==> src/sv/ilt_pkg.sv <==
`timescale 1ns / 1ps

package ilt_pkg;

	// character codes
	localparam logic [7:0] CH_CR     = 8'h0d;
	localparam logic [7:0] CH_LF     = 8'h0a;
	localparam logic [7:0] CH_SP     = 8'h20;
	localparam logic [7:0] CH_LBRACK = 8'h5b;
	localparam logic [7:0] CH_RBRACK = 8'h5d;
	localparam logic [7:0] CH_HASH   = 8'h23;
	localparam logic [7:0] CH_SEMI   = 8'h3b;
	localparam logic [7:0] CH_EQ     = 8'h3d;
	localparam logic [7:0] CH_QUOTE  = 8'h22;

	// command codes
	localparam logic CMD_PUSH    = 1'b0;
	localparam logic CMD_RESTART = 1'b1;

	// token kinds
	localparam logic [1:0] TK_SECT = 2'd0;
	localparam logic [1:0] TK_NAME = 2'd1;
	localparam logic [1:0] TK_VAL  = 2'd2;

	// event kinds
	localparam logic [1:0] EV_CHAR = 2'd0;
	localparam logic [1:0] EV_END  = 2'd1;
	localparam logic [1:0] EV_WARN = 2'd2;

	// warning codes
	localparam logic [2:0] WARN_NONE       = 3'd0;
	localparam logic [2:0] WARN_NO_BRACKET = 3'd1;
	localparam logic [2:0] WARN_NO_VALUE   = 3'd2;
	localparam logic [2:0] WARN_LINE_END   = 3'd3;
	localparam logic [2:0] WARN_CTRL_SECT  = 3'd4;

	// parser states, one-hot
	typedef enum logic [6:0] {
		ST_IDLE   = 7'b0000001,
		ST_SECT   = 7'b0000010,
		ST_NAME   = 7'b0000100,
		ST_COMM   = 7'b0001000,
		ST_WAITV  = 7'b0010000,
		ST_VAL    = 7'b0100000,
		ST_WAITEQ = 7'b1000000
	} parse_state_t;

	// one token event
	typedef struct packed {
		logic [2:0] warning;
		logic       token_blank;
		logic [7:0] out_byte;
		logic [1:0] event_kind;
		logic [1:0] token_kind;
	} token_event_t;

	// parser state carried from byte to byte
	typedef struct packed {
		parse_state_t state;
		logic         has_chars;
	} parse_ctx_t;

endpackage

==> src/sv/ilt_decode.sv <==
`timescale 1ns / 1ps

module ilt_decode (
	input  ilt_pkg::parse_ctx_t   ctx,
	input  logic                  command,
	input  logic [7:0]            in_byte,
	output ilt_pkg::parse_ctx_t   ctx_nxt,
	output logic                  emit,
	output ilt_pkg::token_event_t result
);
	import ilt_pkg::*;

	always_comb begin
		ctx_nxt = ctx;
		emit    = 1'b0;
		result  = '0;
		if (command == CMD_RESTART) begin
			ctx_nxt.state     = ST_IDLE;
			ctx_nxt.has_chars = 1'b0;
		end else if (in_byte == CH_CR || in_byte == CH_LF) begin
			// line end closes whatever is open
			ctx_nxt.state     = ST_IDLE;
			ctx_nxt.has_chars = 1'b0;
			case (ctx.state)
				ST_SECT: begin
					emit               = 1'b1;
					result.token_kind  = TK_SECT;
					result.event_kind  = EV_END;
					result.token_blank = ~ctx.has_chars;
					result.warning     = WARN_NO_BRACKET;
				end
				ST_NAME: begin
					emit               = 1'b1;
					result.token_kind  = TK_NAME;
					result.event_kind  = EV_END;
					result.token_blank = ~ctx.has_chars;
					result.warning     = WARN_NO_VALUE;
				end
				ST_WAITV: begin
					emit              = 1'b1;
					result.token_kind = TK_VAL;
					result.event_kind = EV_WARN;
					result.warning    = WARN_LINE_END;
				end
				ST_VAL: begin
					emit               = 1'b1;
					result.token_kind  = TK_VAL;
					result.event_kind  = EV_END;
					result.token_blank = ~ctx.has_chars;
				end
				default: ;
			endcase
		end else begin
			case (ctx.state)
				ST_IDLE: begin
					if (in_byte > CH_SP) begin
						if (in_byte == CH_LBRACK) begin
							ctx_nxt.state     = ST_SECT;
							ctx_nxt.has_chars = 1'b0;
						end else if (in_byte inside {CH_HASH, CH_SEMI}) begin
							ctx_nxt.state = ST_COMM;
						end else begin
							ctx_nxt.state     = ST_NAME;
							ctx_nxt.has_chars = 1'b1;
							emit              = 1'b1;
							result.token_kind = TK_NAME;
							result.event_kind = EV_CHAR;
							result.out_byte   = in_byte;
						end
					end
				end
				ST_SECT: begin
					emit              = 1'b1;
					result.token_kind = TK_SECT;
					if (in_byte == CH_RBRACK) begin
						ctx_nxt.state      = ST_IDLE;
						ctx_nxt.has_chars  = 1'b0;
						result.event_kind  = EV_END;
						result.token_blank = ~ctx.has_chars;
					end else if (in_byte < CH_SP) begin
						result.event_kind = EV_WARN;
						result.warning    = WARN_CTRL_SECT;
					end else begin
						ctx_nxt.has_chars = 1'b1;
						result.event_kind = EV_CHAR;
						result.out_byte   = in_byte;
					end
				end
				ST_NAME: begin
					emit              = 1'b1;
					result.token_kind = TK_NAME;
					if (in_byte <= CH_SP || in_byte == CH_EQ) begin
						ctx_nxt.state      = (in_byte == CH_EQ) ? ST_WAITV : ST_WAITEQ;
						ctx_nxt.has_chars  = 1'b0;
						result.event_kind  = EV_END;
						result.token_blank = ~ctx.has_chars;
					end else begin
						ctx_nxt.has_chars = 1'b1;
						result.event_kind = EV_CHAR;
						result.out_byte   = in_byte;
					end
				end
				ST_WAITEQ: begin
					if (in_byte == CH_EQ) begin
						ctx_nxt.state = ST_WAITV;
					end
				end
				ST_COMM: ;
				ST_WAITV: begin
					if (in_byte > CH_SP) begin
						ctx_nxt.state     = ST_VAL;
						ctx_nxt.has_chars = 1'b0;
						// an opening quote is swallowed
						if (in_byte != CH_QUOTE) begin
							ctx_nxt.has_chars = 1'b1;
							emit              = 1'b1;
							result.token_kind = TK_VAL;
							result.event_kind = EV_CHAR;
							result.out_byte   = in_byte;
						end
					end
				end
				ST_VAL: begin
					ctx_nxt.has_chars = 1'b1;
					emit              = 1'b1;
					result.token_kind = TK_VAL;
					result.event_kind = EV_CHAR;
					result.out_byte   = in_byte;
				end
				default: begin
					ctx_nxt.state     = ST_IDLE;
					ctx_nxt.has_chars = 1'b0;
				end
			endcase
		end
	end

endmodule

==> src/sv/ini_line_tokenizer.sv <==
`timescale 1ns / 1ps

// ini_line_tokenizer: byte-serial INI text tokenizer
//
// input channel (s_*): one request per text byte. s_tdata carries the byte,
// s_tuser carries the command (0 push byte, 1 restart the parser to line
// start; a restart produces no output).
// output channel (m_*): zero or one token event per input request, in order.
// m_tuser gives token kind and event kind, m_tdata the appended character,
// the blank-token flag and the warning code.
//
// an accepted byte is held in the input register, decoded, and its event is
// registered in the result register before it shows on m_*.
// throughput: one byte per cycle while m_tready stays high; the single
// decode stage between the input register and the result register updates the
// parser state for each byte that moves on. while a finished event waits in the
// result register and m_tready is low, the input register accepts only if empty.
// when m_tready stays low, the result register holds its event, the input
// register fills, and s_tready drops until the receiver takes the event.
// reset (arst_n low) empties both registers and returns the parser to line
// start with no open token.
module ini_line_tokenizer (
	input  logic        clk,
	input  logic        arst_n,
	// input requests
	input  logic        s_tvalid,
	output logic        s_tready,
	input  logic [7:0]  s_tdata,   // [7:0] in_byte
	input  logic        s_tuser,   // [0] command
	// token events
	output logic        m_tvalid,
	input  logic        m_tready,
	output logic [15:0] m_tdata,   // [7:0] out_byte, [8] token_blank, [11:9] warning, rest 0
	output logic [3:0]  m_tuser    // [1:0] token_kind, [3:2] event_kind
);
	import ilt_pkg::*;

	// input register
	logic         in_valid_s1;
	logic         command_s1;
	logic [7:0]   byte_s1;

	// parser state
	parse_ctx_t   ctx_q;
	parse_ctx_t   ctx_nxt;

	// result register
	logic         out_valid_s2;
	token_event_t result_s2;

	logic         emit;
	token_event_t result;
	logic         advance;

	// the held byte moves on when the result register is free or being emptied
	assign advance  = in_valid_s1 && (!out_valid_s2 || m_tready);
	assign s_tready = !in_valid_s1 || advance;

	always_ff @(posedge clk or negedge arst_n) begin
		if (!arst_n) begin
			in_valid_s1 <= 1'b0;
		end else if (s_tready) begin
			in_valid_s1 <= s_tvalid;
		end
	end

	always_ff @(posedge clk) begin
		if (s_tready && s_tvalid) begin
			command_s1 <= s_tuser;
			byte_s1    <= s_tdata;
		end
	end

	ilt_decode u_decode (
		.ctx     (ctx_q),
		.command (command_s1),
		.in_byte (byte_s1),
		.ctx_nxt (ctx_nxt),
		.emit    (emit),
		.result  (result)
	);

	// parser state follows each processed byte
	always_ff @(posedge clk or negedge arst_n) begin
		if (!arst_n) begin
			ctx_q.state     <= ST_IDLE;
			ctx_q.has_chars <= 1'b0;
		end else if (advance) begin
			ctx_q <= ctx_nxt;
		end
	end

	always_ff @(posedge clk or negedge arst_n) begin
		if (!arst_n) begin
			out_valid_s2 <= 1'b0;
		end else if (advance) begin
			out_valid_s2 <= emit;
		end else if (m_tready) begin
			out_valid_s2 <= 1'b0;
		end
	end

	always_ff @(posedge clk) begin
		if (advance && emit) begin
			result_s2 <= result;
		end
	end

	assign m_tvalid = out_valid_s2;
	assign m_tdata  = {4'd0, result_s2.warning, result_s2.token_blank, result_s2.out_byte};
	assign m_tuser  = {result_s2.event_kind, result_s2.token_kind};

endmodule
==> config.mk <==
export PLATFORM = sky130hd
export DESIGN_NAME = ini_line_tokenizer
export DESIGN_NICKNAME = d
export VERILOG_FILES = /design/src/sv/ilt_pkg.sv /design/src/sv/ilt_decode.sv /design/src/sv/ini_line_tokenizer.sv
export SDC_FILE = /design/constraint.sdc
export NUM_CORES = 1
export LEC_CHECK = 0
export BUFFER_PORTS_ARGS = -buffer_cell sky130_fd_sc_hd__buf_2
export CAP_MARGIN = 20
export CORE_UTILIZATION = 30
export DETAILED_ROUTE_END_ITERATION = 16
export PLACE_DENSITY = 0.58
export SLEW_MARGIN = 0
export SYNTH_ARGS = -nofsm -noshare
export SYNTH_HDL_FRONTEND = slang
export SYNTH_SLANG_ARGS = --single-unit
export TNS_END_PERCENT = 5
==> constraint.sdc <==
create_clock -name clk -period 3.8 [get_ports clk]
set_clock_uncertainty 0.15 [all_clocks]
set_input_delay 0.19 -clock clk [delete_from_list [all_inputs] [get_ports clk]]
set_output_delay 0.19 -clock clk [all_outputs]
set_load 0.01 [all_outputs]
# Word level (Yosys, flattened, before mapping)
# Cells that the tools add are included.
[op_classes]
bitwise_logic = 1
mux = 50
eq_ne = 24
order_cmp = 3
n_reduce_logical = 18
[op_table]
columns = ["cell", "count"]
rows = [
  ["2-to-1 mux 12 bit", 5],
  ["one-hot mux 12 bit (5 select lines)", 1],
  ["2-to-1 mux 8 bit", 7],
  ["one-hot mux 7 bit (6 select lines)", 1],
  ["2-to-1 mux 7 bit", 4],
  ["equality test 8 x 6 -> 1 bit (second input constant)", 3],
  ["inequality test 4 x 2 -> 1 bit (second input constant)", 5],
  ["2-to-1 mux 1 bit", 18],
  ["equality test 8 x 4 -> 1 bit (second input constant)", 2],
  ["equality test 8 x 7 -> 1 bit (second input constant)", 2],
  ["one-hot mux 4 bit (4 select lines)", 1],
  ["2-to-1 mux 4 bit", 3],
  ["inequality test 5 x 3 -> 1 bit (second input constant)", 2],
  ["2-to-1 mux 3 bit", 3],
  ["greater-than comparator 8 x 6 -> 1 bit (second input constant)", 1],
  ["<= comparator 8 x 6 -> 1 bit (second input constant)", 1],
  ["less-than comparator 8 x 6 -> 1 bit (second input constant)", 1],
  ["inequality test 8 x 6 -> 1 bit (second input constant)", 1],
  ["equality test 7 x 1 -> 1 bit (second input constant)", 1],
  ["equality test 7 x 2 -> 1 bit (second input constant)", 1],
  ["equality test 7 x 3 -> 1 bit (second input constant)", 1],
  ["equality test 7 x 4 -> 1 bit (second input constant)", 1],
  ["equality test 7 x 5 -> 1 bit (second input constant)", 1],
  ["equality test 7 x 6 -> 1 bit (second input constant)", 1],
  ["other kinds (18)", 29],
]
[totals]
regBits = 35
input_bits = 13
word_cells = 107
output_inout_bits = 22

# Depth between registers and ports, before layout
# Gate-level depths: netlist of the first run.
[depth]
ltp_word = 9
depth_mapped = 7
mapped_depth_nobuf = 5

# Cells and area by module
# Synthesis of the first run repeated with hierarchy kept, for this count alone.
[unflattened]
cells_unflattened = 199
hier_area_um2 = 2093.3
[by_module_without_submodules]
columns = ["mod", "seq_area_each_um2", "area_per_inst_um2", "n_inst", "cells_per_inst"]
rows = [
  ["ini_line_tokenizer", 1002.2, 1217.4, 1, 57],
  ["ilt_decode", 0.0, 875.8, 1, 142],
]

# Least setup slack after synthesis of the first run
# No wires, ideal clock.
[synth_timing]
path_kind = "register to register"
from = "register ctx_q[6] (netlist bit)"
to = "register result_s2 (netlist bit m_tdata[0]) (enable)"
path_buffers = 1
period_less_slack_ns = 3.019
t_arrival_ns = 2.474
path_stages_with_launch = 7
setup_time_ns = 0.394
setup_slack_ns = 0.781
required_ns = 3.256
cell_sequence = "dfrtp_1 > clkbuf_1 > nor3_1 > nand3_1 > o21ai_0 > nand2_1 > a21oi_1"
[synth_via]
elab_chain_len = 6
elab_cells_between_ends = 12
classes_between = "eq/ne (5); mux (4); reduce/logical (3)"
[synth_rtl]
columns = ["item", "line_no", "text"]
rows = [
  ["start: declaration", "ini_line_tokenizer.sv:44", "parse_ctx_t ctx_q;"],
  ["start signal: assignment", "ini_line_tokenizer.sv:89", "ctx_q <= ctx_nxt;"],
  ["equality test 7 x 2 -> 1 bit (tied with other cells)", "ilt_decode.sv:24, ilt_decode.sv:54", ""],
  ["OR reduction 3 bit (no line) / OR reduction 4 bit (equally long branches)", "-", ""],
  ["one-hot mux 1 bit (3 select lines) / 2-to-1 mux 1 bit (equally long branches)", "ilt_decode.sv:54, ilt_decode.sv:24", ""],
  ["2-to-1 mux 1 bit *", "ilt_decode.sv:20", "end else if (in_byte == CH_CR || in_byte == CH_LF) begin"],
  ["2-to-1 mux 1 bit *", "ilt_decode.sv:17", "if (command == CMD_RESTART) begin"],
  ["logical AND 1 bit *", "ini_line_tokenizer.sv:104", "if (advance && emit) begin"],
  ["end signal: assignment", "ini_line_tokenizer.sv:105", "result_s2 <= result;"],
  ["end: declaration", "ini_line_tokenizer.sv:49", "token_event_t result_s2;"],
]
# Mark *: on every way between the ends. The rest lies on a longest branch, timed or not.
# A chain may end at the register's enable or synchronous reset.

# Worst setup path in the final report of the first run
[layout_timing]
from = "register byte_s1[7]"
to = "register ctx_q[4] (netlist bit)"
[layout_via]
elab_chain_len = 8
elab_cells_between_ends = 25
classes_between = "order compare (2); eq/ne (13); mux (6); reduce/logical (4)"
[layout_rtl]
columns = ["item", "line_no", "text"]
rows = [
  ["start: declaration", "ini_line_tokenizer.sv:41", "logic [7:0] byte_s1;"],
  ["start signal: assignment", "ini_line_tokenizer.sv:70", "byte_s1 <= s_tdata;"],
  ["equality test 8 x 6 -> 1 bit", "ilt_decode.sv:60", "end else if (in_byte inside {CH_HASH, CH_SEMI}) begin"],
  ["nonzero test 2 bit", "ilt_decode.sv:60", ""],
  ["2-to-1 mux 4 bit", "ilt_decode.sv:60", ""],
  ["2-to-1 mux 5 bit", "ilt_decode.sv:57", "if (in_byte == CH_LBRACK) begin"],
  ["2-to-1 mux 8 bit", "ilt_decode.sv:56", "if (in_byte > CH_SP) begin"],
  ["one-hot mux 7 bit (6 select lines)", "ilt_decode.sv:54", "case (ctx.state)"],
  ["2-to-1 mux 8 bit", "ilt_decode.sv:20", ""],
  ["2-to-1 mux 8 bit", "ilt_decode.sv:17", ""],
]
# Several ways; a longest one is shown, not always the timed one. The select of a mux whose other input is x is not followed.

==> flow_summary.ini, run 1 <==
[status]
outcome = complete, no violations

[synth]
synthXorXnorAreaFrac_pct = 1.77
syn_inst = 196
yosys_warnings = 0
synthSimpleGateAreaFrac_pct = 22.3
synth_top_family_by_area = simple AND/OR/NAND/NOR gates
synthMuxAreaShare_pct = 0.505
ys_seq_elements = 35
synth_compound_area_share_pct = 19.5
synth_edf_count = 25
synthArstFlopShare_pct = 28.6
synth_fa_ha_area_share_pct = 0
ys_seq_area_share_pct = 50.5
postSynthAreaPerCell_um2 = 10.1
syn_area_mm2 = 0.00198
synthFlopType = edfxtp_1
synth_cell_types = 52

[timing]
finalSetupViolCount = 0
worst_pin_slew_ns = 0.742
finalCritPeriodShare_pct = 74.0
maxSlewViolCount = 0
max-slew-margin-rel_pct = 50.1
final.setup.tns_ns = 0
rsz0062_at_grt = no
max_freq_mhz = 356
worst_slack_ns = 0.987
report.final.hold_viol_count = 0
period_needed_ns = 2.81

[worst_hold_path]
hold_class = input pin to flip-flop

[clock_tree]
cts_made_buffers = 5
cts_tree = done
ctsHoldBuffers = 11
clk_latency_ns = 0.29
cts_max_path_buffers = 2
ctsHtreeMaxLevel = 2
post_cts.repair.setup_buffers = 0
cts_resized = 0
clock-sinks = 35
path_clk_slew_ns = 0.07
root_buffer = clkbuf_8

[critical_path]
r2r_slack_ns = 0.99
end_kind = flip-flop
worstSetupPathType = flip-flop to flip-flop
startpoint_type = flip-flop
arrival_ns = 2.87
critical_path_required_ns = 3.86
cp_max_fo = 7

[placement]
place_hpwl_um = 3440
dp_slack_ns = 1.03
gp_routability_congestion = 0.889
portBuffers = 30

[drt]
wire_per_inst_um = 14.4
wirelength_met1_um = 2130
drt_first_pass_iters = 4
ant_nets = 0
wl_um = 4530
via_per_inst = 5.41
drt_iter0_markers = 208
vias = 1705
drc = 0
wl_met2_um = 1970
met3_length_um = 357
top_layer_used = met4

[layout]
most-common-layout-cells = buf_2, edfxtp_1, nor2_1
postLayoutCoreUtil_pct = 37.9
final_common_cell = buf_2
layout-drive-gt1-share_pct = 18.1
diodes = 0
synthToLayoutAreaGrowth_pct = 21.3
fin_nets = 250
fillers = 622

[power]
pwr-share-comb_pct = 33.9
power_density_mw_per_mm2 = 550
internal_power_mw = 0.870
switching_share_pct = 34.3
power_frac_seq_pct = 41.6
power_switching_mw = 0.454
report.power.total_mw = 1.32
leakage_nw = 0.961
ir_drop_mv = 0.280
p_clk_share_pct = 24.5

[run]
max-cap-violations = 0

[die]
die_area_mm2 = 0.00694
coreArea_mm2 = 0.00635
die_h_um = 83.3
start_util_pct = 31.2
fp.dieW_um = 83.3
io_pins = 35
rows = 29

[grt]
antenna_found_initial = 0
grt_pass1_wl_um = 7720
grt_util_all_layers_pct = 14.0
grt_pass1_vias = 1577
grt_overflow = 0
grt_max_degree = 17
-- worst paths after layout --
path	startpoint	endpoint	cells after the start
max in group asynchronous	arst_n	ctx_q[1]$_DFFE_PN1P_	2
min in group asynchronous	arst_n	ctx_q[5]$_DFFE_PN0P_	2
setup reg to reg	byte_s1[7]$_DFFE_PP_	ctx_q[4]$_DFFE_PN0P_	5
hold / removal	m_tready	in_valid_s1$_DFFE_PN0N_	4
setup / recovery	byte_s1[7]$_DFFE_PP_	ctx_q[4]$_DFFE_PN0P_	5
hold reg to reg	ctx_q[1]$_DFFE_PN1P_	ctx_q[1]$_DFFE_PN1P_	2
-- state kept, by name (all words and copies together) (netlist names) --
register and cells:
command_s1 1, in_valid_s1 1, m_tdata 12, m_tuser 4, ctx_q 8, m_tvalid 1, byte_s1 8
-- layer usage --
metal	global-route usage [%]	vias to the layer above
li1	-	826
met1	19.3	784
met2	21.2	87
met3	3.58	8
met4	5.33	0
met5	0	-
-- cell type report --
| class | count | area (um^2) | area share, % |
|---|---|---|---|
| clock buffer | 7 | 76.3 | 3.17 |
| clock inverter | 1 | 30.0 | 1.25 |
| inverter | 8 | 30.0 | 1.25 |
| multi-input combinational | 143 | 888 | 36.9 |
| sequential | 35 | 1000 | 41.7 |
| tap | 77 | 96.3 | 4.00 |
| timing repair buffer | 44 | 283 | 11.8 |
-- power by group through the flow --
stage | Sequential [mW] | Combinational (mW) | Clock (mW)
5_1_grt | 0.561 | 0.499 | 0.348
3_5_place_dp | 0.557 | 0.438 | 0
4_1_cts | 0.550 | 0.449 | 0.335
6_report | 0.551 | 0.448 | 0.325
3_3_place_gp | 0.560 | 0.440 | 0
2_1_floorplan | 0.543 | 0.327 | 0
-- worst max-delay path, stage by stage (launching register included) --
cell and delay, ns:
edfxtp_1 0.48, or2_1 0.37, or4_4 0.56, a32o_2 0.32, or4_1 0.65, o2bb2ai_1 0.21
-- kinds of logic (layout without fill, tap and decap cells) --
group / Yosys count / after routing
and+or+nand+nor: 80 / 80
buffers and inverters: 21 / 60
muxes: 1 / 1
xor gates and xnor gates: 4 / 4
AOI/OAI and AO/OA: 54 / 54
DFF: 35 / 35
other: 1 / 4
-- synth_stat cells, drive strengths merged (5+ instances only) --
cell / number / area share [%]
nand2: 11 / 2.1
a21oi: 13 / 3.3
buf: 9 / 3.0
nand3: 9 / 2.3
or4: 5 / 2.3
nor3: 5 / 1.3
nor2: 17 / 3.2
o21ai: 9 / 2.3
nor4: 5 / 1.6
inv: 8 / 1.5
dfrtp: 9 / 11
edfxtp: 25 / 38
o2bb2ai: 7 / 3.1
-- metrics by stage --
stage | instances | hold slack (ns) | instance area [um^2]
CTS | 315 | 0.0894 | 2410
global placement | 296 | -0.0818 | 2190
finish | 315 | 0.0903 | 2410
detailed placement | 296 | -0.0767 | 2190
floorplan | 199 | -0.256 | 1990
global route | 315 | 0.144 | 2410
Note: power is estimated with default switching activity, not from simulation.
==> run 2, diff against run 1 <==
==> constraint.sdc (replaced) <==
create_clock -name clk -period 2.6 [get_ports clk]
set_clock_uncertainty 0.15 [all_clocks]
set_input_delay 0.13 -clock clk [delete_from_list [all_inputs] [get_ports clk]]
set_output_delay 0.13 -clock clk [all_outputs]
set_load 0.01 [all_outputs]
==> run 2 against run 1 <==
  * Maximum frequency increased by 12%
  * Register-to-register slack lost 0.90 ns
  * Utilization grew 4.2 points
  * Sequential power increased by 43%
  * Critical path type unchanged
==> flow_summary.ini, run 2 (synthesis results as in run 1) <==
[layout]
synthToLayoutAreaGrowth_pct = 34.8
postLayoutCoreUtil_pct = 42.1
fin_nets = 282
layout-drive-gt1-share_pct = 29.3
largest_reg_flops = 12
final_common_cell = buf_4
final_cell_area_mm2 = 0.00267
most-common-layout-cells = buf_4, buf_2, edfxtp_1
diodes = 0

[timing]
max_freq_mhz = 398
finalCritPeriodShare_pct = 96.6
period_needed_ns = 2.51
finalSetupViolCount = 0
worst_pin_slew_ns = 0.603
report.final.hold_viol_count = 0
max-slew-margin-rel_pct = 59.4
rsz0062_at_grt = no
maxSlewViolCount = 0
final.setup.tns_ns = 0

[grt]
grt_max_degree = 17
antenna_found_initial = 0
grt_pass1_wl_um = 8270
grt_pass1_vias = 1679
grt_overflow = 0
grt_util_all_layers_pct = 15.2

[placement]
portBuffers = 30
gp_routability_congestion = 0.890
place_hpwl_um = 3820
placed_cell_area_mm2 = 0.00245

[drt]
wl_met2_um = 2220
drt_iter0_markers = 146
drt_first_pass_iters = 4
wl_um = 4940
vias = 1771
drc = 0
top_layer_used = met4
via_per_inst = 5.10
met3_length_um = 281
ant_nets = 0
wire_per_inst_um = 14.2
wirelength_met1_um = 2370

[clock_tree]
cts_made_buffers = 5
root_buffer = clkbuf_8
cts_max_path_buffers = 2
clk_latency_ns = 0.29
post_cts.repair.setup_buffers = 0
clock-sinks = 35
path_clk_slew_ns = 0.07
ctsHtreeMaxLevel = 2
cts_tree = done

[die]
io_pins = 35
start_util_pct = 31.2
rows = 29
die_h_um = 83.3
fp.dieW_um = 83.3
die_area_mm2 = 0.00694
coreArea_mm2 = 0.00635

[run]
max-cap-violations = 0

[critical_path]
startpoint_type = flip-flop
critical_path_required_ns = 2.66
worstSetupPathType = flip-flop to flip-flop
startpoint = byte_s1[3]$_DFFE_PP_
cp_max_fo = 7
timing.rr.end = ctx_q[7]$_DFFE_PN0P_
r2r_slack_ns = 0.09
arrival_ns = 2.57
r2r_cells = 5
end_kind = flip-flop
r2r_start = byte_s1[3]$_DFFE_PP_

[power]
power_density_mw_per_mm2 = 773
leakage_nw = 1.12
report.power.total_mw = 2.07
ir_drop_mv = 0.313

[worst_hold_path]
hold_class = input pin to flip-flop
hold_path_depth = 4
holdPathEnd = in_valid_s1$_DFFE_PN0N_
hp-start = m_tready

[status]
outcome = complete, no violations
[run 2: report_power, final]
group          switching [mW]  total [mW]  internal, mW  leakage [nW]
sequential             0.0663       0.789         0.723         0.369
combinational           0.452       0.848         0.396         0.697
clock                   0.188       0.430         0.242        0.0515
total                   0.706        2.07          1.36          1.12
[run 2: routing by layer]
layer,up-vias,track usage (%)
met5,-,0
met4,0,5.17
met3,6,3.48
met2,66,24.1
met1,809,20.5
li1,890,-
[run 2: critical path, cell delays in order, from the launching register on]
cell and delay, ns:
edfxtp_1 0.39, or4_4 0.58, o31a_1 0.27, a32o_2 0.29, or4_4 0.58, o2bb2ai_1 0.18
[run 2: worst max-delay path by stage]
| stage | to | slack [ns] |
|---|---|---|
| finish | ctx_q[7]$_DFFE_PN0P_ | 0.09 |
| floorplan | ctx_q[1]$_DFFE_PN1P_ | 0.01 |
| CTS | ctx_q[7]$_DFFE_PN0P_ | 0.1 |
| global placement | ctx_q[1]$_DFFE_PN1P_ | 0.03 |
| detailed placement | ctx_q[6]$_DFFE_PN0P_ | 0.002 |
| global route | ctx_q[7]$_DFFE_PN0P_ | 0.02 |
[run 2: per-stage QoR]
stage	hold slack [ns]	setup WS [ns]	instances
floorplan	-0.316	0.0142	199
finish	0.00134	0.0873	347
detailed placement	-0.144	0.00224	328
global placement	-0.147	0.0333	328
global route	0.0586	0.0161	347
CTS	0.00169	0.0976	347
[run 2: layout make-up]
type | count | area [um^2]
inverter | 8 | 30.0
timing repair buffer | 76 | 536
fill | 627 | 3680
multi-input combinational | 143 | 910
tap | 77 | 96.3
sequential | 35 | 1000
clock buffer | 8 | 100
[run 2: repair_timing]
item	4_1_cts	5_1_grt
endpoints found under the setup margin	2	1
hold buffers	11	0
resized for setup	1	1
endpoints found under the hold margin	20	0
==> run 3, diff against run 2 <==
--- a/config.mk
+++ b/config.mk
@@ -5,6 +5,7 @@
 export SDC_FILE = /design/constraint.sdc
 export NUM_CORES = 1
 export LEC_CHECK = 0
+export ABC_AREA = 1
 export BUFFER_PORTS_ARGS = -buffer_cell sky130_fd_sc_hd__buf_2
 export CAP_MARGIN = 20
 export CORE_UTILIZATION = 30
==> run 3 against run 2 <==
  * Routed wire length fell by 3.7%
  * First-iteration DRC count rose by 63%
  * Hold slack got worse by 0.0035 ns
  * Non-clock buffer count fell by 32
  * Worst setup slack improved by 0.19 ns
  * The flow now finishes with violations (hold timing)
  * Critical path depth rose by 7
==> flow_summary.ini, run 3 <==
[layout]
multi_input_area_um2 = 912
fillers = 667
fin_nets = 328
final_common_cell = nand2_1
most-common-layout-cells = nand2_1, nor2_1, inv_1
postLayoutCoreUtil_pct = 39.1
synthToLayoutAreaGrowth_pct = 22.6
largest_reg_flops = 12
layout-drive-gt1-share_pct = 22.5
diodes = 0
register_area_mm2 = 0.00100

[synth]
syn_area_mm2 = 0.00207
ys_seq_area_share_pct = 48.4
synth_area_leaders = edfxtp_1, nand2_1, dfrtp_1
yosysTopAreaCellShare_pct = 36.2
synth_edf_count = 25
synthFlopType = edfxtp_1
yosys_warnings = 0
syn_inst = 266
synthArstFlopShare_pct = 28.6
postSynthAreaPerCell_um2 = 7.79
synth.most_common_cell = nand2_1
synth_cell_types = 27
synth_common_cells = nand2_1, nor2_1, inv_1
synth_largest_area_cell = edfxtp_1
ys_seq_elements = 35

[grt]
grt_pass1_wl_um = 8020
grt_overflow = 0
grt_max_degree = 17
antenna_found_initial = 0
met1_usage_pct = 19.5
met3_usage_pct = 3.70
grt_most_used_layer = met2
grt_util_all_layers_pct = 14.2
grt_pass1_vias = 1721
gr-usage-met2_pct = 21.6

[timing]
finalCritPeriodShare_pct = 89.5
fin_hold_ws_ns = -0.00215
rsz0062_at_grt = no
report.final.hold_viol_count = 1
period_needed_ns = 2.33
final.setup.tns_ns = 0
finalSetupViolCount = 0
max_freq_mhz = 430
maxSlewViolCount = 0

[critical_path]
worstSetupPathType = flip-flop to flip-flop
path_cells = inv_1, nand2_1, nor2_2, nand2_2, nor2_1, nand3_1, nand3_1, nand2_1, nand2_1, nand2_1, inv_1, buf_4
critical_path_required_ns = 2.43
end_kind = flip-flop
r2r_start = ctx_q[7]$_DFFE_PN0P_
cp_max_fo = 16
startpoint_type = flip-flop
crit_slowest_cell = dfrtp_1
startpoint = ctx_q[7]$_DFFE_PN0P_
arrival_ns = 2.16
cpPeakStageDelay_ns = 0.41
cpMostUsedCell = nand2_1

[drt]
vias = 1852
wire_per_inst_um = 12.1
drc = 0
via_per_inst = 4.71
drt_first_pass_iters = 4
drt_iter0_markers = 238
ant_nets = 0
wl_um = 4760

[die]
start_util_pct = 31.9
die_area_mm2 = 0.00724
die_h_um = 85.1
coreArea_mm2 = 0.00649
rows = 29
fp.dieW_um = 85.1
io_pins = 35

[placement]
place_hpwl_um = 3690
portBuffers = 30
gp_routability_congestion = 0.907

[status]
outcome = finished with violations
violations = hold timing

[run]
max-cap-violations = 0

[clock_tree]
cts_made_buffers = 5
post_cts.repair.setup_buffers = 0
root_buffer = clkbuf_8
ctsHtreeMaxLevel = 2
cts_tree = done
clk_latency_ns = 0.29
cts_max_path_buffers = 2
path_clk_slew_ns = 0.07
clock-sinks = 35

[power]
switching_share_pct = 38.0
internal_power_mw = 1.22
power_switching_mw = 0.748
pwr-share-comb_pct = 35.9
power_frac_seq_pct = 38.9
power_density_mw_per_mm2 = 774
ir_drop_mv = 0.290
leakage_nw = 1.23
p_clk_share_pct = 25.1

[worst_hold_path]
hold_class = input pin to flip-flop
hp-start = m_tready
## run 3: kinds of logic after synthesis
| group | synth area share, % |
|---|---|
| and+or+nand+nor | 39.3 |
| buffers and inverters | 8.15 |
| DFF | 48.4 |
| AOI/OAI and AO/OA | 4.05 |
| other | 0.181 |
## run 3: through the flow
step                      setup WS, ns  area [um^2]  total power, mW  instances
final                            0.273         2540             1.97        393
after global routing            0.0805         2540             2.11        393
after CTS                        0.296         2540             1.98        393
after detailed placement         0.316         2320             1.47        374
after global placement           0.339         2320             1.47        374
after floorplan                  0.454         2080             1.28        269
## run 3: what timing repair did
| item | in CTS | in global routing |
|---|---|---|
| resized for setup | 0 | 0 |
| endpoints found under the hold margin | 20 | 0 |
| hold buffers | 11 | 0 |
## run 3: path summary, 6_finish.rpt
| check | slack, ns | endpoint | depth (start not counted) |
|---|---|---|---|
| setup / recovery | 0.27 | m_tuser[0]$_SDFFCE_PP0P_ | 12 |
| hold / removal | -0.002 | m_tvalid$_DFFE_PN0P_ | 4 |
| setup reg to reg | 0.27 | m_tuser[0]$_SDFFCE_PP0P_ | 12 |
| hold reg to reg | 0.35 | ctx_q[1]$_DFFE_PN1P_ | 2 |
| max in group asynchronous | 1.96 | ctx_q[1]$_DFFE_PN1P_ | 2 |
| min in group asynchronous | 0.08 | ctx_q[5]$_DFFE_PN0P_ | 2 |
## run 3: critical path, delay by kind of cell, from the launching register on
family                 cells  cell delay, ns
DFF                        1            0.41
and+or+nand+nor            9            1.05
buffers and inverters      3            0.40
## run 3: metal layers
metal  up-vias  wire, um
li1        938         -
met1       836      2270
met2        68      2110
met3        10       287
met4         0        93
met5         -         0
## run 3: area by class of cell
cell class	count	area share [%]
clock buffer	5	2.71
clock inverter	3	1.72
inverter	36	5.32
multi-input combinational	193	35.9
sequential	35	39.4
tap	77	3.79
timing repair buffer	44	11.1
## run 3: power groups by stage
stage,clock network [mW],registers [mW],logic (mW)
CTS,0.508,0.764,0.706
finish,0.494,0.765,0.706
global route,0.530,0.776,0.804
floorplan,0,0.780,0.498
detailed placement,0,0.776,0.690
global placement,0,0.774,0.696
